==> src/hdl/dsp_float_ieee_converter_top_macros.svh <==
// ----------------------------------------------------------------------------
// float converter assertion macros
// shared concurrent assertion forms, clocked on clk and disabled in reset
// ----------------------------------------------------------------------------
`ifndef DSP_FLOAT_IEEE_CONVERTER_TOP_MACROS_SVH
`define DSP_FLOAT_IEEE_CONVERTER_TOP_MACROS_SVH

// same-cycle implication
`define DFIC_ASSERT_IMP(label, ante, cons) \
	label: assert property (@(posedge clk) disable iff (!arst_n) \
		(ante) |-> (cons)) else $error("dfic assertion failed");

// delayed implication
`define DFIC_ASSERT_DLY(label, ante, n, cons) \
	label: assert property (@(posedge clk) disable iff (!arst_n) \
		(ante) |-> ##n (cons)) else $error("dfic assertion failed");

`endif

==> src/hdl/dfic_pkg.sv <==
// ----------------------------------------------------------------------------
// float converter package
// shared constants and inter-stage types of the float format converter
// ----------------------------------------------------------------------------
package dfic_pkg;

	localparam logic ACT_DSP_TO_IEEE = 1'b0;
	localparam logic ACT_IEEE_TO_DSP = 1'b1;

	localparam logic [7:0] EXP_MAX  = 8'hff;
	localparam logic [7:0] EXP_ZERO = 8'h00;

	typedef struct packed {
		logic        action;
		logic        sign;
		logic [31:0] mant;
		logic [7:0]  expo;
		logic        adj;
	} dfic_s1_t;

	typedef struct packed {
		logic        action;
		logic        sign;
		logic [31:0] mant;
		logic [7:0]  expo;
		logic        ovf;
		logic        zero;
	} dfic_s2_t;

endpackage

==> src/hdl/dfic_prep.sv <==
// ----------------------------------------------------------------------------
// float converter stage 1
// field split, mantissa negation and exponent adjust decision
// ----------------------------------------------------------------------------
module dfic_prep import dfic_pkg::*; (
	input  logic        clk,
	input  logic        arst_n,
	input  logic        start,
	input  logic        action,
	input  logic [31:0] word_in,
	output logic        valid_s1,
	output dfic_s1_t    data_s1
);

	dfic_s1_t    nxt;
	logic        sign;
	logic [22:0] frac;
	logic [22:0] frac_neg;
	logic [31:0] mant;
	logic [31:0] mant_neg;

	always_comb begin
		sign     = word_in[31];
		frac     = word_in[30:8];
		frac_neg = 23'd0 - frac;
		mant     = {1'b0, word_in[22:0], 8'd0};
		mant_neg = 32'd0 - mant;
		nxt.action = action;
		nxt.sign   = sign;
		if (action == ACT_DSP_TO_IEEE) begin
			nxt.mant = {9'd0, (sign ? frac_neg : frac)};
			nxt.expo = word_in[7:0];
			nxt.adj  = (word_in[7:0] != EXP_ZERO) && (!sign || (frac_neg != 23'd0));
		end else begin
			nxt.mant = sign ? mant_neg : mant;
			nxt.expo = word_in[30:23];
			nxt.adj  = (!sign && (word_in[30:23] != EXP_ZERO)) ||
				(sign && (word_in[22:0] != 23'd0));
		end
	end

	always_ff @(posedge clk or negedge arst_n) begin
		if (!arst_n) begin
			valid_s1 <= 1'b0;
		end else begin
			valid_s1 <= start;
		end
	end

	always_ff @(posedge clk) begin
		data_s1 <= nxt;
	end

endmodule

==> src/hdl/dfic_expadj.sv <==
// ----------------------------------------------------------------------------
// float converter stage 2
// exponent increment or decrement with saturation and zero detect
// ----------------------------------------------------------------------------
module dfic_expadj import dfic_pkg::*; (
	input  logic     clk,
	input  logic     arst_n,
	input  logic     valid_s1,
	input  dfic_s1_t data_s1,
	output logic     valid_s2,
	output dfic_s2_t data_s2
);

	dfic_s2_t nxt;

	always_comb begin
		nxt.action = data_s1.action;
		nxt.sign   = data_s1.sign;
		nxt.mant   = data_s1.mant;
		nxt.expo   = data_s1.expo;
		nxt.ovf    = 1'b0;
		nxt.zero   = 1'b0;
		if (data_s1.action == ACT_DSP_TO_IEEE) begin
			if (data_s1.adj) begin
				nxt.expo = data_s1.expo - 8'd1;
			end
			nxt.zero = (nxt.expo == EXP_ZERO);
		end else if (data_s1.adj) begin
			if (data_s1.expo == EXP_MAX) begin
				nxt.ovf = 1'b1;
			end else begin
				nxt.expo = data_s1.expo + 8'd1;
			end
		end
	end

	always_ff @(posedge clk or negedge arst_n) begin
		if (!arst_n) begin
			valid_s2 <= 1'b0;
		end else begin
			valid_s2 <= valid_s1;
		end
	end

	always_ff @(posedge clk) begin
		data_s2 <= nxt;
	end

endmodule

==> src/hdl/dsp_float_ieee_converter_top.sv <==
// ----------------------------------------------------------------------------
// dsp float / ieee single converter, top level
// start passes the valid registers of stage 1, stage 2 and the output stage to done; one word per cycle, busy stays low
// results cannot be held off, so the pipeline never stalls
// reset clears the stage valid bits only, no results after reset
// ----------------------------------------------------------------------------
module dsp_float_ieee_converter_top import dfic_pkg::*; (
	input  logic        clk,
	input  logic        arst_n,
	input  logic        start,
	output logic        busy,
	input  logic        action,
	input  logic [31:0] word_in,
	output logic        done,
	output logic [31:0] word_out,
	output logic        overflow
);

	`include "dsp_float_ieee_converter_top_macros.svh"

	logic        valid_s1;
	dfic_s1_t    data_s1;
	logic        valid_s2;
	dfic_s2_t    data_s2;
	logic        valid_s3;
	logic [31:0] word_s3;
	logic        ovf_s3;
	logic [31:0] word_nxt;

	assign busy = 1'b0;

	dfic_prep u_prep (
		.clk      (clk),
		.arst_n   (arst_n),
		.start    (start),
		.action   (action),
		.word_in  (word_in),
		.valid_s1 (valid_s1),
		.data_s1  (data_s1)
	);

	dfic_expadj u_expadj (
		.clk      (clk),
		.arst_n   (arst_n),
		.valid_s1 (valid_s1),
		.data_s1  (data_s1),
		.valid_s2 (valid_s2),
		.data_s2  (data_s2)
	);

	always_comb begin
		if (data_s2.action == ACT_DSP_TO_IEEE) begin
			word_nxt = data_s2.zero ? 32'd0 :
				{data_s2.sign, data_s2.expo, data_s2.mant[22:0]};
		end else begin
			word_nxt = {data_s2.sign | data_s2.mant[31], data_s2.mant[30:8], data_s2.expo};
		end
	end

	always_ff @(posedge clk or negedge arst_n) begin
		if (!arst_n) begin
			valid_s3 <= 1'b0;
		end else begin
			valid_s3 <= valid_s2;
		end
	end

	always_ff @(posedge clk) begin
		word_s3 <= word_nxt;
		ovf_s3  <= data_s2.ovf;
	end

	assign done     = valid_s3;
	assign word_out = word_s3;
	assign overflow = ovf_s3;

	`DFIC_ASSERT_DLY(a_start_gives_done, start, 3, done)
	`DFIC_ASSERT_DLY(a_idle_gives_no_done, !start, 3, !done)
	`DFIC_ASSERT_IMP(a_ovf_saturates, done && overflow, word_out[7:0] == EXP_MAX)

endmodule
==> config.mk <==
export PLATFORM = sky130hd
export DESIGN_NAME = dsp_float_ieee_converter_top
export DESIGN_NICKNAME = d
export VERILOG_FILES = /design/src/hdl/dfic_pkg.sv /design/src/hdl/dfic_prep.sv /design/src/hdl/dfic_expadj.sv /design/src/hdl/dsp_float_ieee_converter_top.sv
export VERILOG_INCLUDE_DIRS = /design/src /design/src/hdl
export SDC_FILE = /design/constraint.sdc
export NUM_CORES = 1
export LEC_CHECK = 0
export BUFFER_PORTS_ARGS = -buffer_cell sky130_fd_sc_hd__buf_2
export CAP_MARGIN = 10
export CORE_ASPECT_RATIO = 0.75
export CORE_MARGIN = 10
export CORE_UTILIZATION = 45
export CTS_BUF_LIST = sky130_fd_sc_hd__clkbuf_8
export DETAILED_ROUTE_END_ITERATION = 10
export PLACE_DENSITY = 0.68
export SLEW_MARGIN = 5
export SYNTH_ARGS = -nofsm -noshare
export SYNTH_HDL_FRONTEND = slang
export SYNTH_SLANG_ARGS = --single-unit
==> constraint.sdc <==
create_clock -name clk -period 1.8 [get_ports clk]
set_input_delay 0.09 -clock clk [delete_from_list [all_inputs] [get_ports clk]]
set_output_delay 0.09 -clock clk [all_outputs]
set_load 0.005 [all_outputs]
After elaboration in Yosys (flattened, before gate mapping):

Index checks and enable logic that the tools add are counted.

* register bits after elaboration: 123
* word-level logic and storage cells: 48

* add/sub/neg operators: 4
* muxes and demuxes: 11
* eq/ne operators: 1
* reductions and logical operators: 13
* bitwise gates (word level): 1

Operators by type and width (number)
* 32-bit 2-to-1 mux: 3
* 23-bit nonzero test: 2
* 8-bit 2-to-1 mux: 4
* 1-bit by 31-bit subtractor with 32-bit output, first input constant: 1
* 31-bit 2-to-1 mux: 1
* 23-bit 2-to-1 mux: 1
* 1-bit by 23-bit subtractor with 23-bit output, first input constant: 1
* 8-bit nonzero test: 2
* 9-bit 2-to-1 mux: 1
* 8-bit by 1-bit adder with 8-bit output, second input constant: 1
* 8-bit equality test, second input constant: 1
* 8-bit logical NOT: 1
* 8-bit by 1-bit subtractor with 8-bit output, second input constant: 1
* 2-bit AND reduction: 2
* 1-bit logical AND: 3
* 1-bit logical OR: 2
* 1-bit logical NOT: 1
* 1-bit 2-to-1 mux: 1
* 1-bit OR: 1

Logic depth before layout (Yosys ltp):

Gate-level depths: netlist (run 1).

* depth in word-level cells: 5
* gate-level depth with buffers: 9
* mapped depth without buffers: 8

By module:

Synthesis (run 1) repeated with hierarchy kept, for this count alone.

* cell total of the unflattened synthesis: 509
* area total of the unflattened synthesis: 5019.8 um2

Modules (own cells, without submodules)
* dfic_prep: seq. area each 885.8 um2, cells an instance 320, area each 2678.8 um2, instances 1
* dfic_expadj: seq. area each 905.9 um2, cells an instance 111, area each 1331.3 um2, instances 1
* dsp_float_ieee_converter_top: seq. area each 685.7 um2, cells an instance 78, area each 1009.7 um2, instances 1

Worst setup path before layout (run 1):

OpenSTA, ideal clock, no wires.

* path kind: input port to flip-flop
* from: input port word_in[24]
* to: register u_prep.data_s1[0] (netlist name)
* stages on the path: 8
* arrival: 1834 ps
* setup time: 129 ps
* path slack: -163 ps
* cells stage by stage: clkbuf_1 > or4_1 > buf_2 > or4_4 > o32a_2 > o21ai_0 > a32o_1 > a31oi_1

RTL lines
* start: declaration: line dsp_float_ieee_converter_top.sv:13 `input logic [31:0] word_in,`

==> metrics, run 1 <==
CTS Buffer Depth 2; critical path type register to register; DR pass1 iterations 5; Tightest Pin Transition 0.998 ns; reg2reg start u_prep.data_s1[2]; Initial DRC Count 280; drt drc 0; Overflow after GRT 0; mux cell area share after synthesis 0.0224; largest net degree at the start of global routing 33; top fanout value on the critical path 4; Main synth FF type dfxtp_1; area leader, netlist dfxtp_1; CP peak stage delay 0.38 ns; Clock Tree Root clkbuf_8; Max Clk Rate 574 MHz; port buffer count 69; Multi-input gate area 2290 um2; maximum vdd drop 0.445 mV; H-tree levels 4; Synth Warn # 0; synthesized flop and latch total 123; EDFF count, synth 0; Num Clock Sinks 123; Final Hold Viols 0; worst-skew pair later-pin latency 0.43 ns; Post-synth top cells 120 x dfxtp_1, 48 x nand2_1, 43 x o21ai_0; FF/Latch Area 2480 um2; Die W 141 um; critical path's slowest cell nor4_1; die area 15,600 um2; clock-pin slew on the worst setup and hold paths 0.08 ns; dpl ws -0.437 ns; status finished clean; GR Util met2 0.273; Worst Path Arrival 2.10 ns; met3 global-route usage 0.0726; CP Launch Point u_prep.data_s1[2]; Reg2Reg Setup Slack 0.06 ns; CP Data Required Time 2.16 ns; Most Crowded Layer GR met2; Synth Area per Inst 9.37 um2; Cell Area, Synth 4920 um2; Static Leak 2.78 nW; CORE AREA 10,500 um2; largest family of logic cells by synthesized area simple AND/OR/NAND/NOR gates; Worst Clk Skew 0.00804 ns; vias in the first global route 4,229; worst hold path type input port to register; CTS tree built; R2R depth 6; Setup Buffers After CTS 0; initial antenna violation count 0; cts bufs inserted 17; vias per cell 5.27; Mapped Cells 525; Post-Synth Simple-Gate Area 0.198; area share of fa/ha/maj cells after synthesis 0.0127; total track usage 0.189; I/O pin count 71; Final Max Tran Viols 0; Reg2Reg Capture Point u_expadj.data_s2[7]; Final Worst Setup Slack 0.0581 ns; Chip Height 111 um; Rel. slew slack 0.332; share of the yosys chip area belonging to registers 0.504; grt met1 use 0.253; routability-driven placement congestion ratio 1.04; syn nets 566; worst setup path endpoint u_expadj.data_s2[7]; XOR/XNOR Fraction of Synth Area 0.0748; area share of the largest cell type after synthesis 0.488; first-pass GRT wire length 23.1 mm; final setup fails 0; most frequent cell after synthesis dfxtp_1; post-synthesis cell type count 54; ANT cells 0; Synth Area in Compound Gates 0.145; RSZ-0062 raised after global routing no; Final period util 0.968; Site Rows 32; share of cells above drive strength 1 0.323; total number of vias 4,323; drt wl/cell 18.0 um; Initial Utilization 0.469; Filler cells 907; nets@finish 712; critical path launch point type register; P per Cell Area 960 nW/um2; Tmin final 1.74 ns; area delta synth->final 31.8%; estimated wirelength of the detail-placed design 11.5 mm; post-route ant nets 0; ys async rst share 0.0244; crit end category register; Max Cap Viol 0; crit-path cells ha_2 > nand4_1 > buf_4 > nor4_1 > and2_1 > nand2b_1; Total Wirelength 14.8 mm; Synth area leaders dfxtp_1 49%, o21ai_0 4.4%, xnor2_1 4.3%, nand2_1 3.7%, xor2_1 3.2%; Finished Core Util 0.618
[where the power goes]
part	total (mW)	internal [mW]	switching, mW
sequential	3.06	2.98	0.0833
clock	2.32	1.03	1.29
combinational	0.835	0.403	0.431
total	6.22	4.42	1.80
[placed cells by master, fill, tap and decap left out, drive strengths merged, types with 15 or more instances in the layout]
cell	count
a22o	16
and2	25
buf	159
clkbuf	17
dfxtp	120
inv	23
nand2	48
nor2	28
nor4	15
o21ai	43
xnor2	24
xor2	18
[area by class of cell]
| class | instances | share of cell area |
|---|---|---|
| tap | 136 | 0.0262 |
| timing repair buffer | 166 | 0.170 |
| clock inverter | 15 | 0.0232 |
| clock buffer | 17 | 0.0361 |
| sequential | 123 | 0.382 |
| multi-input combinational | 349 | 0.354 |
| inverter | 14 | 0.00811 |
[worst min path at each step]
stage | start | end | cells after the start
6_report | word_in[30] | u_prep.data_s1[8] | 2
5_1_grt | word_in[30] | u_prep.data_s1[8] | 2
4_1_cts | word_in[30] | u_prep.data_s1[8] | 2
2_1_floorplan | arst_n | done | 0
3_5_place_dp | arst_n | done | 1
3_3_place_gp | arst_n | u_expadj.valid_s2 | 1
[registers in the layout (all words and copies together) (netlist names)]
register	count
overflow	1
u_prep.valid_s1	1
word_out	32
u_expadj.data_s2	44
u_expadj.valid_s2	1
u_prep.data_s1	43
done	1
[cells by family (layout without fill, tap and decap cells)]
group / count (synthesis) / in the layout
multiplexers: 9 / 9
AND/OR/NAND/NOR: 185 / 185
adder cells (fa/ha/maj): 5 / 5
other: 1 / 1
buffers and inverters: 53 / 212
AO/OA/AOI/OAI: 107 / 107
XOR/XNOR: 42 / 42
flip-flops: 123 / 123
[through the flow]
step	instance area, um2	hold WS [ns]	TNS (ns)	total power [mW]	cells
3_5_place_dp	5970	-0.111	-2.41	3.94	781
5_1_grt	6480	0.0126	0	6.50	820
3_3_place_gp	5970	-0.115	-2.54	3.93	781
6_report	6480	0.0346	0	6.22	820
2_1_floorplan	4930	-0.206	-0.103	3.53	525
4_1_cts	6430	0.00562	0	6.28	820
[layer usage]
| layer | vias to the layer above | share of wire |
|---|---|---|
| li1 | 2127 | - |
| met1 | 2021 | 0.47 |
| met2 | 157 | 0.43 |
| met3 | 18 | 0.086 |
| met4 | 0 | 0.016 |
| met5 | - | 0 |
[timing repair]
item	in CTS	in global routing
hold endpoints to repair	8	0
setup endpoints to repair	0	8
hold buffers	7	0
resized for setup	0	13
[critical path, delay by kind of cell, from the launching register on]
kind,cells,cell delay (ns)
and+or+nand+nor,4,0.91
DFF,1,0.35
adders and majority gates,1,0.23
buffers and inverters,1,0.18
Power figures use the tool's default switching activity.
==> inputs of run 2 (changes only) <==
PLACE_DENSITY = 0.77   (was 0.68)
==> run 2 against run 1 <==
  * Sequential share of layout area rose by 0.12 points
  * First-iteration DRC count is 38% higher
  * Critical path depth is 1 higher
  * Flip-flop and latch count stayed put
  * Utilization decreased by 0.17 points
  * Power grew 0.56%
  * Die area did not move
  * Sequential power is essentially flat
==> metrics, run 2 (synthesized netlist as in run 1, its figures left out) <==
H-tree levels 4; R2R depth 6; sequential share of power 0.491; most frequent cells in the layout 119 x dfxtp_1, 91 x buf_4, 69 x buf_2; Worst Clk Skew 0.0112 ns; RSZ-0062 raised after global routing no; port buffer count 69; Final Max Tran Viols 0; Static Leak 2.79 nW; Overflow after GRT 0; vias per cell 5.38; Max Clk Rate 575 MHz; drt drc 0; clock-pin slew on the worst setup and hold paths 0.08 ns; nets@finish 714; Worst Path Arrival 2.06 ns; critical path's slowest cell or4_4; DR pass1 iterations 5; worst setup path endpoint u_prep.data_s1[0]; vias in the first global route 4,375; Num Clock Sinks 123; Initial DRC Count 387; CTS tree built; met2 wire length 6.59 mm; Chip Height 111 um; die area 15,600 um2; CTS Buffer Depth 2; Final period util 0.966; top fanout value on the critical path 7; total number of vias 4,422; P per Cell Area 968 nW/um2; critical path type input port to register; Clock Tree Root clkbuf_8; Final Hold Viols 0; crit-path cells dlygate4sd3_1 > buf_2 > or4_4 > o32a_2 > o21ai_1 > a32o_1 > a31oi_1; total track usage 0.191; Logic pwr share 0.132; CORE AREA 10,500 um2; CP peak stage delay 0.60 ns; Pint 4.42 mW; share of cells above drive strength 1 0.316; reg2reg start u_prep.data_s1[1]; Highest Signal Layer met4; I/O pin count 71; Reg2Reg Setup Slack 0.11 ns; Finished Layout Cells 822; area delta synth->final 31.4%; critical path launch point type input port; worst-skew pair later-pin latency 0.44 ns; first-pass GRT wire length 23.7 mm; Top reg by flops u_expadj.data_s2; Fin Setup TNS 0 ns; drt wl/cell 18.2 um; CP Launch Point word_in[28]; status finished clean; most common cell after layout, fill and taps aside dfxtp_1; Final Worst Setup Slack 0.0606 ns; maximum vdd drop 0.429 mV; routability-driven placement congestion ratio 1.12; sw power 1.84 mW; crit end category register; largest net degree at the start of global routing 43; CP Data Required Time 2.12 ns; Die W 141 um; Site Rows 32; max FFs per register 44; dpl ws -0.283 ns; post-route ant nets 0; overall power 6.26 mW; cts bufs inserted 17; Reg2Reg Capture Point u_expadj.data_s2[8]; ANT cells 0; Total Wirelength 15.0 mm; Tightest Pin Transition 0.966 ns; initial antenna violation count 0; Max Cap Viol 0; Clock power frac 0.377; final setup fails 0; startpoint of the worst hold path word_in[31]; Inst Count DP 783; Rel. slew slack 0.353; M1 wire length 6.93 mm; Met3 Wirelength 1.31 mm; sw frac 0.294; estimated wirelength of the detail-placed design 11.4 mm; Tmin final 1.74 ns; Initial Utilization 0.469; worst hold path type input port to register
-- run 2: repair_timing --
action / CTS / global route
gates resized for setup: 0 / 6
buffers inserted: 0 / 0
setup endpoints to repair: 0 / 4
hold buffers: 7 / 0
endpoints found under the hold margin: 8 / 0
-- run 2: worst min-delay path by stage --
stage	end	depth (start not counted)	slack (ns)
global placement	u_expadj.valid_s2	1	-0.11
finish	u_prep.data_s1[41]	2	0.02
floorplan	done	0	-0.21
global route	u_prep.data_s1[41]	2	0.02
CTS	u_prep.data_s1[41]	2	0.008
detailed placement	u_prep.valid_s1	1	-0.11
-- run 2: final cells by class --
class	instances	area, um2
clock buffers	17	234
clock inverters	15	150
fillers	908	4030
inverters	14	52.6
multi-input cells	349	2260
flip-flops and latches	123	2480
well taps	136	170
repair buffers	168	1120
-- run 2: per-stage QoR --
stage	utilization	instance area [um2]	hold WS, ns
floorplan	-	4930	-0.206
global placement	0.571	5990	-0.115
detailed placement	0.571	5990	-0.114
CTS	0.614	6440	0.00780
global route	0.616	6460	0.0240
finish	0.616	6460	0.0237
-- run 2: layer usage --
metal	vias to the layer above	global-route usage
li1	2135	-
met1	2072	0.265
met2	200	0.279
met3	15	0.0530
met4	0	0.0622
met5	-	0
-- run 2: critical path, delay by kind of cell --
kind | cells | cell delay (ns)
buffers and inverters | 2 | 0.69
AO/OA/AOI/OAI | 4 | 0.69
AND/OR/NAND/NOR | 1 | 0.60
-- run 2: power groups by stage --
stage	registers, mW	logic, mW	clock network, mW
3_5_place_dp	3.13	0.802	0
3_3_place_gp	3.12	0.796	0
5_1_grt	3.10	0.905	2.52
4_1_cts	3.07	0.820	2.40
6_report	3.07	0.826	2.36
2_1_floorplan	3.12	0.411	0
==> inputs of run 3 (changes only) <==
BUFFER_PORTS_ARGS = unset   (was -buffer_cell sky130_fd_sc_hd__buf_2)
CORE_ASPECT_RATIO = unset   (was 0.75)
DONT_BUFFER_PORTS = 1   (was unset)
PLACE_DENSITY = 0.71   (was 0.77)
clock period = 1.6 ns   (was 1.8 ns; I/O delays follow)
==> run 3 against run 2 <==
  * Non-clock buffer count shrank 55
  * Highest routed layer unchanged
  * Critical endpoint is now u_prep.data_s1[26]
  * Critical path depth is the same
  * Flip-flop and latch count is the same
  * Utilization shrank 1.0 points
  * Wire length grew 1.4%
  * Sequential power grew 13%
  * First-iteration DRC count shrank 14%
  * Via count shrank 3.2%
==> metrics, run 3 (synthesized netlist as in run 1, its figures left out) <==
total number of vias 4,281; critical path type input port to register; vias per cell 5.55; Reg2Reg Capture Point u_expadj.data_s2[4]; CP Buf/Inv Count 2; crit-path cells or4_4 > buf_4 > o31ai_2 > xnor2_1 > dlygate4sd3_1 > nand2_1 > o21ai_0; RSZ-0062 raised after global routing yes; largest net degree at the start of global routing 66; total track usage 0.194; nets@finish 659; worst hold path type input port to register; Final Hold Viols 0; critical path's slowest cell dlygate4sd3_1; Initial Utilization 0.456; critical path launch point type input port; CTS tree built; port buffer count 0; most frequent cells in the layout 118 x dfxtp_1, 55 x buf_4, 54 x dlygate4sd3_1; Worst Clk Skew 0.0157 ns; Worst Path Arrival 1.92 ns; grt met1 use 0.229; R2R depth 6; crit end category register; area delta synth->final 33.0%; max FFs per register 44; cts bufs inserted 17; clock-pin slew on the worst setup and hold paths 0.08 ns; reg2reg start u_prep.data_s1[1]; Chip Height 125 um; DR pass1 iterations 5; CP delay by family, top buffers and inverters; routability-driven placement congestion ratio 0.919; CP Data Required Time 1.97 ns; worst-skew pair later-pin latency 0.45 ns; estimated wirelength of the detail-placed design 9.69 mm; CTS Buffer Depth 2; drt wl/cell 19.7 um; I/O pin count 71; Reg2Reg Setup Slack 0.06 ns; Num Clock Sinks 123; GR Util met2 0.304; initial antenna violation count 0; Worst Hold Endpoint u_prep.data_s1[26]; Inst Count DP 681; Final Max Tran Viols 0; maximum vdd drop 0.861 mV; Top reg by flops u_expadj.data_s2; die area 15,500 um2; Tmin final 1.56 ns; drt drc 0; ANT cells 0; Overflow after GRT 0; CP peak stage delay 0.59 ns; most common cell after layout, fill and taps aside dfxtp_1; Max Clk Rate 643 MHz; post-route ant nets 0; P per Cell Area 1130 nW/um2; top fanout value on the critical path 4; Multi-input gate area 2360 um2; hold path cells 3; Finished Layout Cells 771; Most Crowded Layer GR met2; Die W 125 um; Final period util 0.972; Max Cap Viol 0; startpoint of the worst hold path word_in[31]; vias in the first global route 4,208; status finished clean; Tightest Pin Transition 0.895 ns; first-pass GRT wire length 23.7 mm; met3 global-route usage 0.0711; Initial DRC Count 331; H-tree levels 4; CORE AREA 10,800 um2; dpl ws -0.289 ns; Rel. slew slack 0.401; Static Leak 2.63 nW; Clock Tree Root clkbuf_8; share of cells above drive strength 1 0.211; Filler cells 877; Total Wirelength 15.2 mm; final setup fails 0; FF/Latch Area 2480 um2; Final Worst Setup Slack 0.0449 ns; Site Rows 38
## run 3: how the worst max path moves through the flow
stage | start | cells past startpoint | end | slack (ns)
floorplan | word_in[24] | 8 | u_prep.data_s1[0] | -0.29
global placement | word_in[27] | 6 | u_prep.data_s1[0] | -0.29
detailed placement | word_in[27] | 6 | u_prep.data_s1[0] | -0.29
CTS | u_prep.data_s1[1] | 8 | u_expadj.data_s2[6] | 0.008
global route | u_prep.data_s1[1] | 6 | u_expadj.data_s2[4] | -0.01
finish | word_in[3] | 7 | u_prep.data_s1[26] | 0.04
## run 3: metal layers
metal / vias up / wire [um] / share of wire
met4: 0 / 462 / 0.030
li1: 2022 / - / -
met5: - / 0 / 0
met2: 182 / 7110 / 0.47
met1: 2043 / 6460 / 0.42
met3: 34 / 1180 / 0.078
## run 3: report_power, final
group	internal [mW]	total, mW	switching, mW	leakage (nW)
sequential	3.36	3.48	0.126	1.04
combinational	0.424	0.789	0.365	1.37
clock	1.73	3.10	1.37	0.221
## run 3: worst register-to-register path, stage by stage (launching register included)
cell     delay (ns)
dfxtp_4        0.37
ha_4           0.16
nand4_1        0.11
or3_4          0.37
and3_4         0.19
o21ai_2        0.15
xnor2_1        0.13
## run 3: timing repair
action	CTS	global route
cloned	0	0
hold buffers	56	0
pin swaps	0	7
buffers inserted	0	2
setup endpoints to repair	1	15
hold endpoints to repair	47	0
resized for setup	2	21
## run 3: final cells by class
cell class              count  share of cell area
inverters                  14             0.00804
flip-flops and latches    123               0.380
well taps                 140              0.0268
clock inverters            15              0.0323
clock buffers              17              0.0358
repair buffers            113               0.156
multi-input cells         349               0.361
## run 3: stage by stage
stage | cell area, um2 | total power, mW | setup TNS [ns] | hold WS (ns) | utilization
after floorplan | 5000 | 3.98 | -0.589 | -0.216 | -
after detailed placement | 5410 | 4.10 | -1.44 | -0.215 | 0.501
final | 6540 | 7.38 | 0 | 0.00340 | 0.606
after global placement | 5410 | 4.09 | -1.33 | -0.216 | 0.501
after global routing | 6540 | 7.66 | -0.0161 | 0.00386 | 0.606
after CTS | 6450 | 7.41 | 0 | 0.0000889 | 0.597
